$ cat config.mk
export PLATFORM = sky130hd
export DESIGN_NAME = tccw_seq
export DESIGN_NICKNAME = d
export VERILOG_FILES = /design/src/rtl/core/tccw_pkg.sv /design/src/rtl/core/tccw_seq.sv
export SDC_FILE = /design/constraint.sdc
export NUM_CORES = 1
export LEC_CHECK = 0
export BUFFER_PORTS_ARGS = -buffer_cell sky130_fd_sc_hd__buf_2
export CAP_MARGIN = 15
export CELL_PAD_IN_SITES_DETAIL_PLACEMENT = 0
export CELL_PAD_IN_SITES_GLOBAL_PLACEMENT = 1
export CORE_ASPECT_RATIO = 2
export CORE_UTILIZATION = 26
export CTS_CLUSTER_DIAMETER = 40
export DETAILED_ROUTE_END_ITERATION = 6
export MAX_ROUTING_LAYER = met4
export PLACE_DENSITY = 0.56
export RECOVER_POWER = 50
export SLEW_MARGIN = 15
export SYNTH_ARGS = -nofsm -noshare
export SYNTH_HDL_FRONTEND = slang
export SYNTH_SLANG_ARGS = --single-unit
export TNS_END_PERCENT = 50
$ cat constraint.sdc
create_clock -name clk -period 5.6 [get_ports clk]
set_input_delay 1.12 -clock clk [delete_from_list [all_inputs] [get_ports clk]]
set_output_delay 1.12 -clock clk [all_outputs]
set_load 0.05 [all_outputs]
$ cat src/rtl/core/tccw_pkg.sv
// Shared types and constants for the text console cell writer.
// No dependencies; used by tccw_seq and text_console_cell_writer.
package tccw_pkg;

    localparam int DEF_COLS    = 60;
    localparam int DEF_ROWS    = 40;
    localparam int HOME_OFFSET = 2;   // clear homes the cursor to linear cell 2

    localparam logic [7:0] NEWLINE_CODE = 8'd10;
    localparam logic [7:0] SPACE_CODE   = 8'd32;
    localparam logic [3:0] BLANK_FORE   = 4'd15;
    localparam logic [3:0] BLANK_BACK   = 4'd0;

    typedef enum logic [1:0] {
        OP_PUT   = 2'd0,
        OP_ERASE = 2'd1,
        OP_CLEAR = 2'd2,
        OP_READ  = 2'd3
    } op_t;

    // one screen cell as stored: back[15:12], fore[11:8], char[7:0]
    typedef struct packed {
        logic [3:0] back;
        logic [3:0] fore;
        logic [7:0] ch;
    } cell_t;

    localparam cell_t BLANK_CELL = '{back: BLANK_BACK, fore: BLANK_FORE, ch: SPACE_CODE};

    typedef struct packed {
        logic [5:0] cursor_col;
        logic [5:0] cursor_row;
        cell_t      rd_cell;
        logic       scrolled;
    } result_t;

endpackage

$ cat src/rtl/core/tccw_seq.sv
// Sequencer: cursor state, operation decode and memory walks (clear, scroll, fill).
// Depends on tccw_pkg; drives the port of tccw_cell_ram.
module tccw_seq #(
    parameter int COLS   = tccw_pkg::DEF_COLS,
    parameter int ROWS   = tccw_pkg::DEF_ROWS,
    parameter int ADDR_W = $clog2(COLS * ROWS)
) (
    input  logic                    clk,
    input  logic                    rst_n,
    // input item
    input  logic                    in_valid,
    output logic                    in_stall,
    input  logic [1:0]              operation,
    input  logic [7:0]              character,
    input  logic [3:0]              fore_color,
    input  logic [3:0]              back_color,
    input  logic [5:0]              read_row,
    input  logic [5:0]              read_col,
    // finished result toward the output register
    output logic                    res_valid,
    input  logic                    res_take,
    output tccw_pkg::result_t       res,
    // memory port
    output logic                    mem_we,
    output logic [ADDR_W-1:0]       mem_waddr,
    output tccw_pkg::cell_t         mem_wdata,
    output logic                    mem_re,
    output logic [ADDR_W-1:0]       mem_raddr,
    input  tccw_pkg::cell_t         mem_rdata
);

    localparam int CELLS    = COLS * ROWS;
    localparam int COL_W    = $clog2(COLS);
    localparam int ROW_W    = $clog2(ROWS);
    localparam int SCAN_W   = $clog2(CELLS + COLS);
    localparam int HOME_ROW = tccw_pkg::HOME_OFFSET / COLS;
    localparam int HOME_COL = tccw_pkg::HOME_OFFSET % COLS;
    localparam int LAST_BASE = CELLS - COLS;

    typedef enum logic [5:0] {
        S_CLR    = 6'b000001,
        S_IDLE   = 6'b000010,
        S_RDW    = 6'b000100,
        S_SCROLL = 6'b001000,
        S_FILL   = 6'b010000,
        S_DONE   = 6'b100000
    } state_t;

    state_t               state_reg, state_next;
    logic [SCAN_W-1:0]    scan_reg, scan_next;
    logic                 cp_valid_reg, cp_valid_next;
    logic [ADDR_W-1:0]    cp_addr_reg, cp_addr_next;
    logic [COL_W-1:0]     col_reg, col_next;
    logic [ROW_W-1:0]     row_reg, row_next;
    logic [ADDR_W-1:0]    addr_reg, addr_next;
    logic                 res_pend_reg, res_pend_next;
    logic                 scrolled_reg, scrolled_next;
    tccw_pkg::op_t        op_reg, op_next;
    logic [3:0]           fg_reg, fg_next;
    logic [3:0]           bg_reg, bg_next;
    tccw_pkg::cell_t      rcell_reg, rcell_next;

    tccw_pkg::op_t        in_op;
    logic                 is_nl;
    logic                 wrap;
    logic                 last_line;
    logic                 rd_in_range;
    logic [ADDR_W-1:0]    rd_addr;

    assign in_op       = tccw_pkg::op_t'(operation);
    assign is_nl       = (character == tccw_pkg::NEWLINE_CODE);
    assign wrap        = is_nl || (col_reg == COL_W'(COLS - 1));
    assign last_line   = wrap && (row_reg == ROW_W'(ROWS - 1));
    assign rd_in_range = (32'(read_row) < ROWS) && (32'(read_col) < COLS);
    assign rd_addr     = ADDR_W'(32'(read_row) * COLS + 32'(read_col));

    assign in_stall  = (state_reg != S_IDLE);
    assign res_valid = (state_reg == S_DONE);
    assign res.cursor_col = 6'(col_reg);
    assign res.cursor_row = 6'(row_reg);
    assign res.rd_cell    = rcell_reg;
    assign res.scrolled   = scrolled_reg;

    always_comb
    begin
        state_next    = state_reg;
        scan_next     = scan_reg;
        cp_valid_next = cp_valid_reg;
        cp_addr_next  = cp_addr_reg;
        col_next      = col_reg;
        row_next      = row_reg;
        addr_next     = addr_reg;
        res_pend_next = res_pend_reg;
        scrolled_next = scrolled_reg;
        op_next       = op_reg;
        fg_next       = fg_reg;
        bg_next       = bg_reg;
        rcell_next    = rcell_reg;
        mem_we        = 1'b0;
        mem_waddr     = '0;
        mem_wdata     = tccw_pkg::BLANK_CELL;
        mem_re        = 1'b0;
        mem_raddr     = '0;

        unique case (state_reg)
            S_CLR:
            begin
                mem_we    = 1'b1;
                mem_waddr = scan_reg[ADDR_W-1:0];
                if (scan_reg == SCAN_W'(CELLS - 1))
                begin
                    scan_next     = '0;
                    res_pend_next = 1'b0;
                    state_next    = res_pend_reg ? S_DONE : S_IDLE;
                end
                else
                begin
                    scan_next = scan_reg + SCAN_W'(1);
                end
            end

            S_IDLE:
            begin
                if (in_valid)
                begin
                    op_next       = in_op;
                    fg_next       = fore_color;
                    bg_next       = back_color;
                    scrolled_next = 1'b0;
                    rcell_next    = '0;
                    state_next    = S_DONE;
                    unique case (in_op)
                        tccw_pkg::OP_PUT:
                        begin
                            if (!is_nl)
                            begin
                                mem_we    = 1'b1;
                                mem_waddr = addr_reg;
                                mem_wdata = '{back: back_color, fore: fore_color,
                                              ch: character};
                            end
                            if (last_line)
                            begin
                                col_next      = '0;
                                row_next      = ROW_W'(ROWS - 1);
                                addr_next     = ADDR_W'(LAST_BASE);
                                scrolled_next = 1'b1;
                                scan_next     = SCAN_W'(COLS);
                                cp_valid_next = 1'b0;
                                state_next    = S_SCROLL;
                            end
                            else if (wrap)
                            begin
                                col_next  = '0;
                                row_next  = row_reg + ROW_W'(1);
                                addr_next = addr_reg + ADDR_W'(COLS) - ADDR_W'(col_reg);
                            end
                            else
                            begin
                                col_next  = col_reg + COL_W'(1);
                                addr_next = addr_reg + ADDR_W'(1);
                            end
                        end

                        tccw_pkg::OP_ERASE:
                        begin
                            if (addr_reg != '0)
                            begin
                                addr_next = addr_reg - ADDR_W'(1);
                                if (col_reg == '0)
                                begin
                                    col_next = COL_W'(COLS - 1);
                                    row_next = row_reg - ROW_W'(1);
                                end
                                else
                                begin
                                    col_next = col_reg - COL_W'(1);
                                end
                                mem_re     = 1'b1;
                                mem_raddr  = addr_reg - ADDR_W'(1);
                                state_next = S_RDW;
                            end
                        end

                        tccw_pkg::OP_CLEAR:
                        begin
                            col_next      = COL_W'(HOME_COL);
                            row_next      = ROW_W'(HOME_ROW);
                            addr_next     = ADDR_W'(tccw_pkg::HOME_OFFSET);
                            scan_next     = '0;
                            res_pend_next = 1'b1;
                            state_next    = S_CLR;
                        end

                        tccw_pkg::OP_READ:
                        begin
                            if (rd_in_range)
                            begin
                                mem_re     = 1'b1;
                                mem_raddr  = rd_addr;
                                state_next = S_RDW;
                            end
                        end

                        default:
                        begin
                            state_next = S_DONE;
                        end
                    endcase
                end
            end

            S_RDW:
            begin
                // read data for the erase or read issued in the previous cycle
                if (op_reg == tccw_pkg::OP_ERASE)
                begin
                    mem_we    = 1'b1;
                    mem_waddr = addr_reg;
                    mem_wdata = '{back: mem_rdata.back, fore: mem_rdata.fore,
                                  ch: tccw_pkg::SPACE_CODE};
                end
                else
                begin
                    rcell_next = mem_rdata;
                end
                state_next = S_DONE;
            end

            S_SCROLL:
            begin
                // read row r+1 while the cell read last cycle lands one row up
                if (cp_valid_reg)
                begin
                    mem_we    = 1'b1;
                    mem_waddr = cp_addr_reg;
                    mem_wdata = mem_rdata;
                end
                if (scan_reg != SCAN_W'(CELLS))
                begin
                    mem_re        = 1'b1;
                    mem_raddr     = scan_reg[ADDR_W-1:0];
                    cp_valid_next = 1'b1;
                    cp_addr_next  = ADDR_W'(scan_reg - SCAN_W'(COLS));
                    scan_next     = scan_reg + SCAN_W'(1);
                end
                else
                begin
                    cp_valid_next = 1'b0;
                    state_next    = S_FILL;
                end
            end

            S_FILL:
            begin
                mem_we    = 1'b1;
                mem_waddr = ADDR_W'(scan_reg - SCAN_W'(COLS));
                mem_wdata = '{back: bg_reg, fore: fg_reg, ch: tccw_pkg::SPACE_CODE};
                if (scan_reg == SCAN_W'(CELLS + COLS - 1))
                begin
                    state_next = S_DONE;
                end
                else
                begin
                    scan_next = scan_reg + SCAN_W'(1);
                end
            end

            S_DONE:
            begin
                if (res_take)
                begin
                    state_next = S_IDLE;
                end
            end

            default:
            begin
                state_next = S_IDLE;
            end
        endcase
    end

    always_ff @(posedge clk or negedge rst_n)
    begin
        if (!rst_n)
        begin
            state_reg     <= S_CLR;
            scan_reg      <= '0;
            cp_valid_reg  <= 1'b0;
            col_reg       <= '0;
            row_reg       <= '0;
            addr_reg      <= '0;
            res_pend_reg  <= 1'b0;
        end
        else
        begin
            state_reg     <= state_next;
            scan_reg      <= scan_next;
            cp_valid_reg  <= cp_valid_next;
            col_reg       <= col_next;
            row_reg       <= row_next;
            addr_reg      <= addr_next;
            res_pend_reg  <= res_pend_next;
        end
    end

    always_ff @(posedge clk)
    begin
        cp_addr_reg   <= cp_addr_next;
        scrolled_reg  <= scrolled_next;
        op_reg        <= op_next;
        fg_reg        <= fg_next;
        bg_reg        <= bg_next;
        rcell_reg     <= rcell_next;
    end

`ifndef SYNTH
    // no read-during-write on one entry: nothing forwards around the memory
    a_no_rw_overlap: assert property (@(posedge clk) disable iff (!rst_n)
        (mem_we && mem_re) |-> (mem_waddr != mem_raddr))
        else $error("memory read and write hit the same entry");

    a_cursor_range: assert property (@(posedge clk) disable iff (!rst_n)
        (32'(col_reg) < COLS) && (32'(row_reg) < ROWS))
        else $error("cursor out of screen");

    a_addr_tracks: assert property (@(posedge clk) disable iff (!rst_n)
        addr_reg == ADDR_W'(32'(row_reg) * COLS + 32'(col_reg)))
        else $error("linear cursor address out of step with row and column");

    a_scroll_home: assert property (@(posedge clk) disable iff (!rst_n)
        (res_valid && res.scrolled) |->
            ((row_reg == ROW_W'(ROWS - 1)) && (op_reg == tccw_pkg::OP_PUT)))
        else $error("scroll result without cursor on the bottom row");
`endif

endmodule

==> flow_summary.yaml, run 1 <==
sta:
  slew-limit-headroom: -0.880
  min_period_ns: 5.49
  hold_viol_final: 0
  max_freq_ghz: 0.182
  setup_viol: 0
  fin_skew_ns: 0.00958
  period_share: 0.980
  grt_setup_unrepaired: "true"
  fin_ws_ns: 0.113
  tightest_slew_ns: 2.82
  fin_hold_ws_ns: 0.531
  slew_viol_final: 55
synth:
  synth.cell_area_sq_um: 7280
  synth_edf_count: 39
  yosysTopAreaCellShare: 0.161
  synth_area_leaders: "edfxtp_1 (16%), dfrtp_1 (15%), ha_1 (10%)"
  ys.flop_type: "dfrtp_1"
  syn_inst: 852
  synth_cell_types: 79
  synthesis.nets: 973
  ys_ff_latch: 83
  synth-async-reset-ratio: 0.530
  yosysTopAreaCell: "edfxtp_1"
  synth_seq_area_share: 0.312
  yosys_warnings: 0
  postSynthAreaPerCell_sq_um: 8.54
layout:
  ff_latch_area_sq_um: 2270
  final_util: 0.311
  nNetsFinal: 1077
  largest_register_ffs: 16
  final_cell_mix: "buf_2 (88), nand2_1 (73), inv_1 (72)"
  area_growth_pct: 17.6
  fill_cells: 3044
  multi_input_area_sq_um: 4510
  final_common_cell: "buf_2"
  antennaDiodeCount: 0
  layout-drive-gt1-share: 0.144
  post-route-cell-area_sq_um: 8560
clocking:
  clock_latency_ns: 0.36
  cts_num_sinks: 83
  numCtsBuffers: 9
  clkTransAtPathRegs_ns: 0.06
  clock-root-buffer: "clkbuf_16"
  h-tree-depth: 3
  clock_path_buffers: 2
  cts-hold-fix-buffers: 0
  cts_tree: "yes"
power_and_ir_drop:
  p_per_area_nw_per_um2: 539
  p_leak_nw: 3.59
  power_mw: 4.61
  ir_drop_mv: 0.184
grt:
  grtUsageMet3: 0.0250
  grt_pass1_wl_um: 39500
  antenna_found_initial: 0
  grt.busiest_layer: "met2"
  grt-ovfl-total: 0
  met2_usage: 0.356
  grt_pass1_vias: 6796
  grt_max_degree: 45
  met1_usage: 0.189
  grt_use_total: 0.187
placed_design:
  place_area_sq_um: 8230
  hpwl_um: 20000
  pre_cts_slack_ns: 0.0243
  io_buffer_count: 122
  gp_congestion: 0.837
worst_setup_path:
  reg2reg_slack_ns: 1.92
  cp_max_fo: 3
  cp-start-kind: "input pin"
  crit_required_ns: 4.48
  r2r-start: "state_reg[1]"
  setup.worst_path.start: "read_row[0]"
  end_kind: "output pin"
  r2r_end: "scan_reg[10]"
  worstRegToRegCells: 7
  crit_type: "in -> out"
  critPathArrivalTime_ns: 4.37
route:
  detail-route-antenna-nets: 0
  viasPerCell: 5.20
  finalWirelength_um: 25600
  vias: 6829
  drc_errors: 0
  routedWlPerCell_um: 19.5
  drt_iter0_drc: 498
  dr.pass1.iters: 5
die:
  initial_core_util: 0.264
  die_area_sq_um: 28700
  rows: 86
  boundaryPins: 123
  die_y_um: 239
  die-width_um: 120
  core_area_sq_um: 27500
hold_path:
  whs_path_depth: 1
  min_path_type: "reg -> reg"
  min_from: "row_reg[5]"
  holdPathEnd: "row_reg[5]"
status:
  status: "finished, violations left"
  violations: "capacitance limit, slew limit"
job:
  maxCapViolCount: 2
power by group:
group          total, mW  switching (mW)  internal (mW)
logic               2.72            1.82          0.896
clock network      0.745           0.270          0.475
registers           1.15           0.291          0.854
total               4.61            2.39           2.23
how the worst max path moves through the flow:
stage,to,slack [ns],depth (start not counted)
2_1_floorplan,mem_raddr[11],0.002,11
3_3_place_gp,mem_raddr[11],0.06,14
3_5_place_dp,mem_raddr[11],0.02,14
4_1_cts,mem_raddr[11],0.02,14
5_1_grt,mem_raddr[11],-0.11,13
6_report,mem_raddr[11],0.11,13
synthesized netlist by cell type, drive strengths merged (8+ instances only):
master and n:
o21ai 101, inv 75, nand2 73, nor2 64, ha 60, a21oi 43, dfrtp 43, edfxtp 39
xnor2 38, clkbuf 32, nand3 29, and2 18, nor3 18, xor2 17, a222oi 13, buf 11
fa 11, and3 10, a22o 9, a31oi 9, nand4 9, nand2b 8, nor3b 8, nor4 8
o22ai 8
worst max-delay path, stage by stage:
cell      delay [ns]
buf_2           0.13
fa_1            0.51
fa_1            0.53
inv_1           0.06
fa_1            0.42
nand2b_1        0.19
a21oi_1         0.16
xor2_1          0.24
nand3_2         0.15
nor4_2          0.32
xnor2_1         0.12
o221ai_1        0.19
buf_4           0.24
metrics by stage:
step	std cells	setup TNS (ns)
CTS	1311	0
detailed placement	1295	0
global placement	1295	0
floorplan	852	0
global route	1313	-0.190
finish	1313	0
layer usage:
| layer | part of all wire | vias to the layer above |
|---|---|---|
| li1 | - | 3279 |
| met1 | 0.37 | 3306 |
| met2 | 0.56 | 209 |
| met3 | 0.044 | 35 |
| met4 | 0.027 | 0 |
| met5 | 0 | - |
kinds of logic (layout without fill, tap and decap cells):
| group | count (synthesis) | in the layout | share of synthesized area |
|---|---|---|---|
| simple gates | 279 | 279 | 0.205 |
| xor+xnor | 55 | 55 | 0.0662 |
| compound gates | 244 | 244 | 0.217 |
| buf+inv | 120 | 229 | 0.0660 |
| fa+ha+maj | 71 | 71 | 0.133 |
| flops | 83 | 83 | 0.312 |
what timing repair did:
| item | in CTS | in global routing |
|---|---|---|
| resized for setup | 0 | 13 |
| setup buffers | 0 | 2 |
| endpoints found under the setup margin | 0 | 4 |
cell type report:
class                   instances  area share
inverters                      77      0.0342
clock inverters                 4      0.0111
repair buffers                136      0.0791
multi-input cells             649       0.527
clock buffers                  12      0.0313
flip-flops and latches         83       0.266
well taps                     352      0.0515
Note: power is estimated with default switching activity, not from simulation.
==> run 2: changes to the inputs <==
--- a/config.mk
+++ b/config.mk
@@ -5,6 +5,7 @@
 export SDC_FILE = /design/constraint.sdc
 export NUM_CORES = 1
 export LEC_CHECK = 0
+export ABC_AREA = 1
 export BUFFER_PORTS_ARGS = -buffer_cell sky130_fd_sc_hd__buf_2
 export CAP_MARGIN = 15
 export CELL_PAD_IN_SITES_DETAIL_PLACEMENT = 0
@@ -14,7 +15,7 @@
 export CTS_CLUSTER_DIAMETER = 40
 export DETAILED_ROUTE_END_ITERATION = 6
 export MAX_ROUTING_LAYER = met4
-export PLACE_DENSITY = 0.56
+export PLACE_DENSITY = 0.57
 export RECOVER_POWER = 50
 export SLEW_MARGIN = 15
 export SYNTH_ARGS = -nofsm -noshare
==> run 2 against run 1 <==
  * The flow still finishes with violations (capacitance limit, slew limit)
  * Core utilization hardly changed
  * Cell count is 17% higher
  * Synthesized cell count is 23% higher
  * Clock power is 14% lower
  * Non-clock buffer count is 2 higher
  * Clock skew is 0.0015 ns higher
  * Worst hold slack worse by 0.0075 ns
  * Final area is 4.2% higher
  * Critical path type unchanged
  * Critical endpoint is now mem_raddr[10]
  * Largest power group unchanged
  * First-iteration DRC count is 32% lower
  * Area after synthesis is 4.1% higher
  * Setup slack better by 0.025 ns
==> flow_summary.yaml, run 2 <==
status:
  status: "finished, violations left"
  violations: "capacitance limit, slew limit"
synth:
  ys.flop_type: "dfrtp_1"
  synthesis.nets: 1172
  synth.cell_area_sq_um: 7570
  yosysMostFrequentCell: "nand2_1"
  yosys_warnings: 0
  synth_cell_types: 52
  ys_ff_latch: 83
  synth_common_cells: "nand2_1 (242), inv_1 (167), nor2_1 (87)"
  yosysTopAreaCellShare: 0.155
  synth_edf_count: 39
  synth-async-reset-ratio: 0.530
  yosysTopAreaCell: "edfxtp_1"
  syn_inst: 1051
  synth_seq_area_share: 0.300
  postSynthAreaPerCell_sq_um: 7.21
  synth_area_leaders: "edfxtp_1 (15%), dfrtp_1 (14%), nand2_1 (12%)"
route:
  finalWirelength_um: 28000
  routedWlPerCell_um: 18.2
  detail-route-antenna-nets: 0
  vias: 7441
  drc_errors: 0
  drt_iter0_drc: 337
  viasPerCell: 4.83
  dr.pass1.iters: 4
grt:
  grt_use_total: 0.197
  grt_max_degree: 45
  grt_pass1_vias: 7562
  grt_pass1_wl_um: 42600
  grt-ovfl-total: 0
  antenna_found_initial: 0
sta:
  fin_skew_ns: 0.0111
  tightest_slew_ns: 2.90
  min_period_ns: 5.46
  setup_viol: 0
  hold_viol_final: 0
  fin_ws_ns: 0.138
  slew_viol_final: 45
  period_share: 0.975
  fin_setup_tns_ns: 0
  fin_hold_ws_ns: 0.523
  max_freq_ghz: 0.183
  slew-limit-headroom: -0.934
worst_setup_path:
  path_cells: "buf_2, fa_1, fa_1, inv_1, fa_1, inv_1, ha_4, nand2_1, o21ai_1, buf_4, nand3_2, nor2_4, nand2_1, nand2_1, nand3_1, nand2_1, nand2_1, nand2_2, buf_12"
  cp_max_fo: 3
  critical-path-max-stage-delay_ns: 0.55
  cp-start-kind: "input pin"
  cpMostUsedCell: "nand2_1"
  cp_slowest_cell: "fa_1"
  end_kind: "output pin"
  crit_type: "in -> out"
  path_delay_family: "adder cells"
  critPathArrivalTime_ns: 4.34
  crit_required_ns: 4.48
  crit_buf_inv: 5
power_and_ir_drop:
  power.share.clock: 0.130
  ir_drop_mv: 0.164
  pwr-share-comb: 0.633
  switching_share: 0.560
  p_per_area_nw_per_um2: 549
  pwr-share-seq: 0.237
  power.switching_mw: 2.75
  p_int_mw: 2.15
  power_mw: 4.90
  p_leak_nw: 4.33
placed_design:
  dp_cells: 1524
  io_buffer_count: 122
  gp_congestion: 0.846
  hpwl_um: 23100
  place_area_sq_um: 8600
  pre_cts_slack_ns: 0.0000218
layout:
  nNetsFinal: 1298
  area_growth_pct: 17.8
  largest_register_ffs: 16
  final_common_cell: "nand2_1"
  post-route-cell-area_sq_um: 8920
  final_util: 0.310
  antennaDiodeCount: 0
  layout-drive-gt1-share: 0.147
  fin_cells: 1542
  final_cell_mix: "nand2_1 (240), inv_1 (167), buf_2 (96)"
die:
  die_area_sq_um: 29900
  die-width_um: 123
  boundaryPins: 123
  rows: 88
  die_y_um: 243
  core_area_sq_um: 28700
  initial_core_util: 0.264
clocking:
  numCtsBuffers: 9
  h-tree-depth: 3
  cts-hold-fix-buffers: 0
  clkTransAtPathRegs_ns: 0.06
  clock_latency_ns: 0.36
  cts_tree: "yes"
  clock_path_buffers: 2
  cts_num_sinks: 83
  clock-root-buffer: "clkbuf_16"
hold_path:
  min_path_type: "reg -> reg"
job:
  maxCapViolCount: 1
==> run 2: cell count changes after synthesis, moves of 11 or more <==
cell / delta
and2_1: -18
nand3_1: +39
clkbuf_1: -28
inv_1: +94
inv_2: +11
nor2_1: +26
o21ai_1: -38
a222oi_1: -13
o21ai_0: +31
nand2_1: +169
xnor2_1: -33
==> run 2: final cells by class <==
cell class	count	area [sq um]
Fill cell	3195	19800
Timing Repair Buffer	138	733
Tap cell	360	450
Clock inverter	4	47.5
Sequential cell	83	2270
Inverter	184	697
Clock buffer	12	258
Multi-Input combinational cell	761	4460
==> run 2: logic make-up (layout without fill, tap and decap cells) <==
group | after synthesis | in the layout | synth area share
flops | 83 | 83 | 0.300
fa+ha+maj | 71 | 71 | 0.128
xor+xnor | 30 | 30 | 0.0347
compound gates | 208 | 208 | 0.157
simple gates | 452 | 452 | 0.266
buf+inv | 207 | 338 | 0.113
==> run 2: path summary, 6_finish.rpt <==
kind	start	endpoint	slack, ns	cells after the start
min in group asynchronous	rst_n	row_reg[0]	1.78	2
worst min register to register	res_pend_reg	res_pend_reg	0.52	2
worst max register to register	col_reg[0]	scan_reg[0]	2.18	12
worst max-delay path	read_row[2]	mem_raddr[10]	0.14	19
worst min-delay path	res_pend_reg	res_pend_reg	0.52	2
max in group asynchronous	rst_n	scan_reg[3]	2.13	2
==> run 2: what timing repair did <==
action | CTS | global route
setup endpoints to repair | 1 | 6
buffers inserted | 0 | 2
resized for setup | 1 | 22
pin swaps | 0 | 5
==> run 2: power groups by stage <==
| stage | clock (mW) | sequential [mW] | combinational, mW |
|---|---|---|---|
| 5_1_grt | 0.677 | 1.19 | 3.43 |
| 3_3_place_gp | 0 | 1.17 | 3.14 |
| 4_1_cts | 0.657 | 1.16 | 3.15 |
| 3_5_place_dp | 0 | 1.17 | 3.14 |
| 6_report | 0.638 | 1.16 | 3.10 |
| 2_1_floorplan | 0 | 1.43 | 2.01 |
==> run 2: worst min-delay path, stage by stage, from the launching register on <==
cell	delay (ns)
dfrtp_1	0.34
o21ai_0	0.08
nand2_1	0.06
==> run 2: metal layers <==
layer / wire, um / GRT usage / vias to the layer above
met5: 0 / - / -
met4: 724 / 0.0685 / 0
met3: 886 / 0.0211 / 35
met2: 16300 / 0.391 / 169
met1: 10100 / 0.189 / 3528
li1: - / - / 3709
